$ cat src/hw/rtl/fcbs_pkg.sv
`timescale 1ns / 1ps
// ----------------------------------------------------------------------------
// Floppy CHS service package
// Shared types, operation codes and geometry constants.
// ----------------------------------------------------------------------------
package fcbs_pkg;

    localparam int DRV_SLOTS = 2;
    localparam int CYL_W     = 10;
    localparam int SEC_W     = 6;
    localparam int TRK_W     = 18;
    localparam int DCYL_W    = 11;
    localparam int MEDIA_W   = 3;
    localparam int BLK_W     = 24;
    localparam int KB_W      = 16;
    localparam int EQ_W      = 16;

    typedef enum logic [3:0] {
        OP_MOUNT     = 4'd0,
        OP_RESET     = 4'd1,
        OP_READ      = 4'd2,
        OP_WRITE     = 4'd3,
        OP_FORMAT    = 4'd4,
        OP_PARAMS    = 4'd5,
        OP_DISKTYPE  = 4'd6,
        OP_SETTYPE   = 4'd7,
        OP_SETMEDIA  = 4'd8,
        OP_EQUIPMENT = 4'd9
    } op_t;

    typedef enum logic [1:0] {
        ST_OK         = 2'd0,
        ST_BAD_DRIVE  = 2'd1,
        ST_BAD_SECTOR = 2'd2
    } status_t;

    localparam logic [KB_W-1:0]    KB_360         = 16'd360;
    localparam logic [KB_W-1:0]    KB_720         = 16'd720;
    localparam logic [MEDIA_W-1:0] MEDIA_360      = 3'd1;
    localparam logic [MEDIA_W-1:0] MEDIA_720      = 3'd3;
    localparam logic [MEDIA_W-1:0] MEDIA_1440     = 3'd4;
    localparam logic [MEDIA_W-1:0] DISKTYPE_FLOPPY = 3'd1;
    localparam logic [DCYL_W-1:0]  CYLS_40        = 11'd40;
    localparam logic [DCYL_W-1:0]  CYLS_80        = 11'd80;
    localparam logic [SEC_W-1:0]   SECS_9         = 6'd9;
    localparam logic [SEC_W-1:0]   SECS_18        = 6'd18;
    localparam logic [EQ_W-1:0]    EQUIP_TWO      = 16'h0041;
    localparam logic [EQ_W-1:0]    EQUIP_ONE      = 16'h0001;

    typedef struct packed {
        op_t               op;
        logic              drive_ok;
        logic              drive_sel;
        logic [CYL_W-1:0]  cyl;
        logic [SEC_W-1:0]  sec;
        logic [7:0]        head;
        logic [TRK_W-1:0]  trk;
        logic [KB_W-1:0]   kb;
    } req_t;

    typedef struct packed {
        logic               present;
        logic [DCYL_W-1:0]  cylinders;
        logic [SEC_W-1:0]   sectors;
        logic [MEDIA_W-1:0] media;
    } drive_info_t;

    typedef struct packed {
        logic               mount_en;
        logic               geom_en;
        logic               sel;
        logic [DCYL_W-1:0]  cylinders;
        logic [SEC_W-1:0]   sectors;
        logic [MEDIA_W-1:0] media;
    } drive_upd_t;

    // first member lands in the highest bits
    typedef struct packed {
        logic               drive_count;
        logic [7:0]         max_head;
        logic [7:0]         sector_field;
        logic [7:0]         max_cylinder_low;
        logic [MEDIA_W-1:0] media_type;
        logic [EQ_W-1:0]    equipment_word;
        logic [BLK_W-1:0]   block_address;
        status_t            status;
        logic               carry;
    } result_t;

endpackage

$ cat src/hw/rtl/floppy_chs_to_block_service.sv
`timescale 1ns / 1ps
// ----------------------------------------------------------------------------
// Floppy CHS to block address service
// Two-drive floppy service: mount, range check and CHS to block translation.
// ----------------------------------------------------------------------------
// Takes one request per clock and returns one response per request. The
// response is offered once the request has passed the input register, then
// the result register. The drive table is updated as a request enters the
// result register, so a mount or set-media request is seen by the very next
// request. Only a stalled response port holds off new requests.
// ----------------------------------------------------------------------------
module floppy_chs_to_block_service
    import fcbs_pkg::*;
#(
    parameter int NUM_DRIVES = 2,
    parameter int HEADS      = 2
)
(
    input  logic        clk,
    input  logic        rst_n,
    input  logic        s_axis_tvalid,
    output logic        s_axis_tready,
    // operation[3:0], drive[11:4], cylinder_low[19:12], cyl_sector_byte[27:20],
    // head[35:28], image_kilobytes[51:36], zero[55:52]
    input  logic [55:0] s_axis_tdata,
    output logic        m_axis_tvalid,
    input  logic        m_axis_tready,
    // carry[0], status[2:1], block_address[26:3], equipment_word[42:27],
    // media_type[45:43], max_cylinder_low[53:46], sector_field[61:54],
    // max_head[69:62], drive_count[70], zero[71]
    output logic [71:0] m_axis_tdata
);

    logic        req_valid;
    req_t        req;
    logic        advance;
    drive_info_t info;
    logic        present1;
    drive_upd_t  upd;
    result_t     result;

    fcbs_in_stage #(
        .NUM_DRIVES (NUM_DRIVES),
        .HEADS      (HEADS)
    ) u_in_stage (
        .clk           (clk),
        .rst_n         (rst_n),
        .s_axis_tvalid (s_axis_tvalid),
        .s_axis_tready (s_axis_tready),
        .s_axis_tdata  (s_axis_tdata),
        .advance       (advance),
        .req_valid     (req_valid),
        .req           (req)
    );

    fcbs_drive_table u_drive_table (
        .clk      (clk),
        .rst_n    (rst_n),
        .sel      (req.drive_sel),
        .upd      (upd),
        .info     (info),
        .present1 (present1)
    );

    fcbs_exec #(
        .HEADS (HEADS)
    ) u_exec (
        .clk       (clk),
        .rst_n     (rst_n),
        .req_valid (req_valid),
        .req       (req),
        .advance   (advance),
        .info      (info),
        .present1  (present1),
        .upd       (upd),
        .out_valid (m_axis_tvalid),
        .out_ready (m_axis_tready),
        .result    (result)
    );

    assign m_axis_tdata = {1'b0, result};

endmodule

$ cat src/hw/rtl/fcbs_in_stage.sv
`timescale 1ns / 1ps
// ----------------------------------------------------------------------------
// Floppy CHS service input stage
// Unpacks a request, decodes cylinder, sector and track, and registers it.
// ----------------------------------------------------------------------------
module fcbs_in_stage
    import fcbs_pkg::*;
#(
    parameter int NUM_DRIVES = 2,
    parameter int HEADS      = 2
)
(
    input  logic        clk,
    input  logic        rst_n,
    input  logic        s_axis_tvalid,
    output logic        s_axis_tready,
    input  logic [55:0] s_axis_tdata,
    input  logic        advance,
    output logic        req_valid,
    output req_t        req
);

    logic             valid_reg;
    logic             valid_next;
    req_t             req_reg;
    req_t             req_next;
    logic             fire;
    logic [7:0]       drive_byte;
    logic [7:0]       csb;

    assign s_axis_tready = !valid_reg || advance;
    assign fire          = s_axis_tvalid && s_axis_tready;
    assign drive_byte    = s_axis_tdata[11:4];
    assign csb           = s_axis_tdata[27:20];

    always_comb
    begin
        req_next.op        = op_t'(s_axis_tdata[3:0]);
        req_next.drive_ok  = (drive_byte < 8'(NUM_DRIVES));
        req_next.drive_sel = drive_byte[0];
        req_next.cyl       = {csb[7:6], s_axis_tdata[19:12]};
        req_next.sec       = csb[5:0];
        req_next.head      = s_axis_tdata[35:28];
        req_next.kb        = s_axis_tdata[51:36];
        req_next.trk       = TRK_W'(HEADS) * TRK_W'(req_next.cyl) + TRK_W'(req_next.head);
    end

    always_comb
    begin
        if (fire)
        begin
            valid_next = 1'b1;
        end
        else if (advance)
        begin
            valid_next = 1'b0;
        end
        else
        begin
            valid_next = valid_reg;
        end
    end

    always_ff @(posedge clk or negedge rst_n)
    begin
        if (!rst_n)
        begin
            valid_reg <= 1'b0;
        end
        else
        begin
            valid_reg <= valid_next;
        end
    end

    always_ff @(posedge clk)
    begin
        if (fire)
        begin
            req_reg <= req_next;
        end
    end

    assign req_valid = valid_reg;
    assign req       = req_reg;

endmodule

$ cat src/hw/rtl/fcbs_drive_table.sv
`timescale 1ns / 1ps
// ----------------------------------------------------------------------------
// Floppy CHS service drive table
// Per-drive presence and geometry registers with one update port.
// ----------------------------------------------------------------------------
module fcbs_drive_table
    import fcbs_pkg::*;
(
    input  logic        clk,
    input  logic        rst_n,
    input  logic        sel,
    input  drive_upd_t  upd,
    output drive_info_t info,
    output logic        present1
);

    logic               present_reg [DRV_SLOTS];
    logic [DCYL_W-1:0]  cyl_reg     [DRV_SLOTS];
    logic [SEC_W-1:0]   sec_reg     [DRV_SLOTS];
    logic [MEDIA_W-1:0] media_reg   [DRV_SLOTS];

    always_ff @(posedge clk or negedge rst_n)
    begin
        if (!rst_n)
        begin
            for (int i = 0; i < DRV_SLOTS; i++)
            begin
                present_reg[i] <= 1'b0;
                cyl_reg[i]     <= '0;
                sec_reg[i]     <= '0;
                media_reg[i]   <= '0;
            end
        end
        else if (upd.mount_en)
        begin
            present_reg[upd.sel] <= 1'b1;
            cyl_reg[upd.sel]     <= upd.cylinders;
            sec_reg[upd.sel]     <= upd.sectors;
            media_reg[upd.sel]   <= upd.media;
        end
        else if (upd.geom_en)
        begin
            cyl_reg[upd.sel] <= upd.cylinders;
            sec_reg[upd.sel] <= upd.sectors;
        end
    end

    assign info.present   = present_reg[sel];
    assign info.cylinders = cyl_reg[sel];
    assign info.sectors   = sec_reg[sel];
    assign info.media     = media_reg[sel];
    assign present1       = present_reg[1];

endmodule

$ cat src/hw/rtl/fcbs_exec.sv
`timescale 1ns / 1ps
// ----------------------------------------------------------------------------
// Floppy CHS service execute stage
// Runs one request against the drive table and registers its result.
// ----------------------------------------------------------------------------
module fcbs_exec
    import fcbs_pkg::*;
#(
    parameter int HEADS = 2
)
(
    input  logic        clk,
    input  logic        rst_n,
    input  logic        req_valid,
    input  req_t        req,
    output logic        advance,
    input  drive_info_t info,
    input  logic        present1,
    output drive_upd_t  upd,
    output logic        out_valid,
    input  logic        out_ready,
    output result_t     result
);

    logic              valid_reg;
    result_t           result_reg;
    result_t           res;
    drive_upd_t        upd_raw;
    logic              fire;
    logic [BLK_W-1:0]  track_start;
    logic [DCYL_W-1:0] max_cyl;
    logic              range_bad;

    assign advance     = !valid_reg || out_ready;
    assign fire        = req_valid && advance;
    assign track_start = BLK_W'(info.sectors) * BLK_W'(req.trk);
    assign max_cyl     = info.cylinders - DCYL_W'(1);
    assign range_bad   = (DCYL_W'(req.cyl) >= info.cylinders) || (req.head >= 8'(HEADS))
                      || (req.sec == '0) || (req.sec > info.sectors);

    always_comb
    begin
        res             = '0;
        res.status      = ST_OK;
        upd_raw         = '0;
        upd_raw.sel     = req.drive_sel;
        if (req.op == OP_EQUIPMENT)
        begin
            res.equipment_word = present1 ? EQUIP_TWO : EQUIP_ONE;
        end
        else if (req.op == OP_MOUNT)
        begin
            if (!req.drive_ok)
            begin
                res.carry  = 1'b1;
                res.status = ST_BAD_DRIVE;
            end
            else
            begin
                upd_raw.mount_en = 1'b1;
                if (req.kb == KB_360)
                begin
                    upd_raw.media     = MEDIA_360;
                    upd_raw.cylinders = CYLS_40;
                    upd_raw.sectors   = SECS_9;
                end
                else if (req.kb == KB_720)
                begin
                    upd_raw.media     = MEDIA_720;
                    upd_raw.cylinders = CYLS_80;
                    upd_raw.sectors   = SECS_9;
                end
                else
                begin
                    upd_raw.media     = MEDIA_1440;
                    upd_raw.cylinders = CYLS_80;
                    upd_raw.sectors   = SECS_18;
                end
                res.media_type = upd_raw.media;
            end
        end
        else if (!req.drive_ok || !info.present)
        begin
            res.carry  = 1'b1;
            res.status = ST_BAD_DRIVE;
        end
        else
        begin
            unique case (req.op)
                OP_RESET, OP_SETTYPE:
                begin
                end
                OP_READ, OP_WRITE:
                begin
                    if (range_bad)
                    begin
                        res.carry  = 1'b1;
                        res.status = ST_BAD_SECTOR;
                    end
                    else
                    begin
                        res.block_address = track_start + BLK_W'(req.sec) - BLK_W'(1);
                    end
                end
                OP_FORMAT:
                begin
                    res.block_address = track_start;
                end
                OP_PARAMS:
                begin
                    res.media_type       = info.media;
                    res.max_cylinder_low = max_cyl[7:0];
                    res.sector_field     = {max_cyl[9:8], info.sectors};
                    res.max_head         = 8'(HEADS - 1);
                    res.drive_count      = 1'b1;
                end
                OP_DISKTYPE:
                begin
                    res.media_type = DISKTYPE_FLOPPY;
                end
                OP_SETMEDIA:
                begin
                    upd_raw.geom_en   = 1'b1;
                    upd_raw.cylinders = DCYL_W'(req.cyl) + DCYL_W'(1);
                    upd_raw.sectors   = req.sec;
                end
                default:
                begin
                    res.carry = 1'b1;
                end
            endcase
        end
    end

    always_comb
    begin
        upd          = upd_raw;
        upd.mount_en = upd_raw.mount_en && fire;
        upd.geom_en  = upd_raw.geom_en && fire;
    end

    always_ff @(posedge clk or negedge rst_n)
    begin
        if (!rst_n)
        begin
            valid_reg <= 1'b0;
        end
        else if (advance)
        begin
            valid_reg <= req_valid;
        end
    end

    always_ff @(posedge clk)
    begin
        if (fire)
        begin
            result_reg <= res;
        end
    end

    assign out_valid = valid_reg;
    assign result    = result_reg;

`ifndef SYNTHESIS
    // a table write only happens while a request moves into the result register
    a_upd_with_fire: assert property (@(posedge clk) disable iff (!rst_n)
        (upd.mount_en || upd.geom_en) |-> (req_valid && advance))
        else $error("drive table written without a moving request");

    // a mount of drive one that was taken leaves drive one present for the next request
    a_mount_present: assert property (@(posedge clk) disable iff (!rst_n)
        upd.mount_en && (req.drive_sel == 1'b1) |=> present1)
        else $error("mounted drive one not present");

    // a failed status always raises carry
    a_status_carry: assert property (@(posedge clk) disable iff (!rst_n)
        valid_reg && (result_reg.status != ST_OK) |-> result_reg.carry)
        else $error("error status without carry");

    // a failed request reports no block
    a_carry_block: assert property (@(posedge clk) disable iff (!rst_n)
        valid_reg && result_reg.carry |-> (result_reg.block_address == '0))
        else $error("block address on failed request");
`endif

endmodule

$ cat config.mk
export PLATFORM = sky130hd
export DESIGN_NAME = floppy_chs_to_block_service
export DESIGN_NICKNAME = d
export VERILOG_FILES = /design/src/hw/rtl/fcbs_pkg.sv /design/src/hw/rtl/floppy_chs_to_block_service.sv /design/src/hw/rtl/fcbs_in_stage.sv /design/src/hw/rtl/fcbs_drive_table.sv /design/src/hw/rtl/fcbs_exec.sv
export SDC_FILE = /design/constraint.sdc
export NUM_CORES = 1
export LEC_CHECK = 0
export ABC_AREA = 0
export BUFFER_PORTS_ARGS = -buffer_cell sky130_fd_sc_hd__buf_2
export CORE_MARGIN = 1.5
export CORE_UTILIZATION = 50
export DETAILED_ROUTE_END_ITERATION = 12
export HOLD_SLACK_MARGIN = 0.1
export PLACE_DENSITY = 0.72
export SYNTH_ARGS = -nofsm -noshare
export SYNTH_HDL_FRONTEND = slang
export SYNTH_SLANG_ARGS = --single-unit
$ cat constraint.sdc
create_clock -name clk -period 15.6 [get_ports clk]
set_clock_uncertainty 0.1 [all_clocks]
set_input_delay 0.78 -clock clk [delete_from_list [all_inputs] [get_ports clk]]
set_output_delay 0.78 -clock clk [all_outputs]
set_load 0.01 [all_outputs]
==> run metrics <==
max FFs per register 57; global route total overflow 0; setup_tns 0 ns; Via density 5.31; fin crit period 7.46 ns; Cell variety after synth 64; vias in the first global route 6980; Slowest-stage cell, CP fa_1; NumNets Final 1275; clock slew at reported path FFs 0.07 ns; Seq/Total Area, Yosys 0.417; r2r setup slk 8.14 ns; Syn Inst Count 991; Most used DFF post-synth edfxtp_1; Pleak 0.00521 uW; total die area 21400 um2; Worst slew margin 0.258; Final Max Tran Viols 0; Tot GR Track Use 0.202; final hold vios 0; Hold/Removal Path Class reg -> reg; CP bufs+invs 5; gpl congestion 0.867; M1 wire length between 9 and 10 mm; pwr/cell area 86.4 nW/um2; share of the synthesized area in the top cell type 0.310; Reg power frac 0.467; dpl hpwl 15.3 mm; routed len/inst 15.0 um; Non-Filler Instances 1378; RSZ-0062 raised after global routing false; maximum VDD drop 0.0762 mV; DP Cell Count between 1k and 1.5k; share of post-route cells with drive strength above 1 0.161; die height 146 um; Root Buffer clkbuf_16; Starting Density 0.509; Crit path arrival time approximately 7.5 ns; WP data required 15.67 ns; #FFs+latches synth 150; TritonCTS clock tree yes; Initial DRC Count 471; drt first pass iters 5; combinational share of power 0.104; Max Used Layer met4; Max FO, Critical Path 25; P_int 744 uW; total of max-cap violations 0; final setup fails 0; IO buf count 107; Yosys top cell by area edfxtp_1; setup bufs post-CTS 0; H-tree Lvls 4; Area Growth Syn to Fin 13.2%; top cells by area in the synthesized netlist edfxtp_1 31%, dfrtp_1 11%, ha_1 9.4%; die width 146 um; Async S/R FF share, synth 0.293; clock tree buffer depth 2; number of clock sinks 150; total CTS buffers 17; synth warn 0; Tcrit/Tclk final 0.478; status complete, no violations; largest net degree at the start of global routing between 50 and 60; diode count 0; Top Family by Delay on Critical Path compound AO/OA/AOI/OAI gates; worst-skew pair later-pin latency 0.43 ns; hold_buf cts 0; first-pass GRT wire length 34.2 mm; area of the core 20200 um2; average cell area after synthesis between 10 and 15 um2; sw frac 0.259; DRT antenna net count 0; synthesized area around 10000 um2; IO Pins 134; WS Path Type reg -> reg; CP max stage delay 0.54 ns; cts repair resizes 0; met3 wire len 941 um; via count around 7.3k; CP endpoint kind flip-flop; Rows 52; clock power share 0.428; # DRC 0; initial antenna violation count 0; Net Switching 260 uW; met2 wire length 9.69 mm; worst slew pin tran 1.11 ns; Routed Wire Length 20.6 mm; EDFF count, synth 106; element type at the critical path start flip-flop; max frequency ~0.13 GHz
==> layout by cell type, fill, tap and decap left out, drive strengths merged, types with 43 or more instances in the layout <==
cell type / instances
buf: 119
dfrtp: 44
edfxtp: 106
fa: 43
ha: 77
inv: 115
nand2: 71
nor2: 63
nor2b: 64
o21ai: 45
==> final timing paths <==
path / from / end / cells past startpoint
worst max-delay path: u_in_stage.req[58]$_DFFE_PP_ / u_exec.result[22]$_SDFFCE_PP0P_ / 28
worst min-delay path: u_drive_table.present_reg[1]$_DFFE_PN0P_ / u_drive_table.present_reg[1]$_DFFE_PN0P_ / 1
worst max register to register: u_in_stage.req[58]$_DFFE_PP_ / u_exec.result[22]$_SDFFCE_PP0P_ / 28
worst min register to register: u_drive_table.present_reg[1]$_DFFE_PN0P_ / u_drive_table.present_reg[1]$_DFFE_PN0P_ / 1
max in group asynchronous: rst_n / u_drive_table.sec_reg[9]$_DFFE_PN0P_ / 1
min in group asynchronous: rst_n / u_drive_table.cyl_reg[7]$_DFFE_PN0P_ / 1
==> stage by stage <==
step,setup WS [ns],hold slack [ns],total power (uW),cell area [um2],util
after floorplan,7.86,0.335,549,10300,-
after global placement,8.23,0.349,579,11000,0.546
after detailed placement,8.17,0.351,582,11000,0.546
after CTS,8.16,0.366,1010,11600,0.576
after global routing,7.68,0.397,1040,11600,0.576
final,8.14,0.362,1000,11600,0.576
==> metal layers <==
| layer | up-vias | GRT usage |
|---|---|---|
| met5 | - | 0 |
| met4 | 0 | 0.0692 |
| met3 | 35 | 0.0322 |
| met2 | 208 | 0.323 |
| met1 | 3490 | 0.281 |
| li1 | 3586 | - |
==> layout make-up <==
cell class / count / area [um2]
inverter: 107 / 402
timing repair buffer: 119 / 626
multi-input combinational: 700 / 5360
tap: 270 / 338
clock inverter: 14 / 181
clock buffer: 18 / 429
sequential: 150 / 4280
fill: 1748 / 8550
==> power groups by stage <==
stage               Clock [uW]  Combinational (uW)  Sequential [uW]
floorplan                    0                71.2              477
global placement             0                 103              477
detailed placement           0                 105              477
CTS                        437                 105              469
global route               452                 117              472
finish                     430                 105              469
==> cell usage after synthesis, types with 3 or more instances <==
cell type,n
fa_1,43
dfrtp_1,44
edfxtp_1,106
xor2_1,18
a22oi_1,13
nand3_1,20
o21ai_0,45
mux2_2,10
a21o_1,10
o31ai_1,9
and2_1,16
xnor2_1,33
nor4_1,9
inv_1,107
nand2b_1,14
nor2b_1,64
o21bai_1,11
nand3b_1,3
nand4_1,5
o211ai_1,3
buf_4,25
or3_1,5
a21oi_1,38
mux2i_1,20
a31oi_1,4
clkbuf_1,27
a211oi_1,3
nor3b_1,4
nor2_1,63
ha_1,77
o22ai_1,3
o21a_1,8
or2_2,5
and3_1,5
nor3_1,13
nand2_1,71
==> cell families (layout without fill, tap and decap cells) <==
kind of cell,Yosys count,after routing,share of synthesized area
adders and majority gates,120,120,0.178
buffers and inverters,162,258,0.0686
other,1,22,0.000365
AOI/OAI and AO/OA,171,171,0.109
DFF,150,150,0.417
xor gates and xnor gates,51,51,0.0435
muxes,30,30,0.0305
and+or+nand+nor,306,306,0.153
Power figures use the tool's default switching activity.
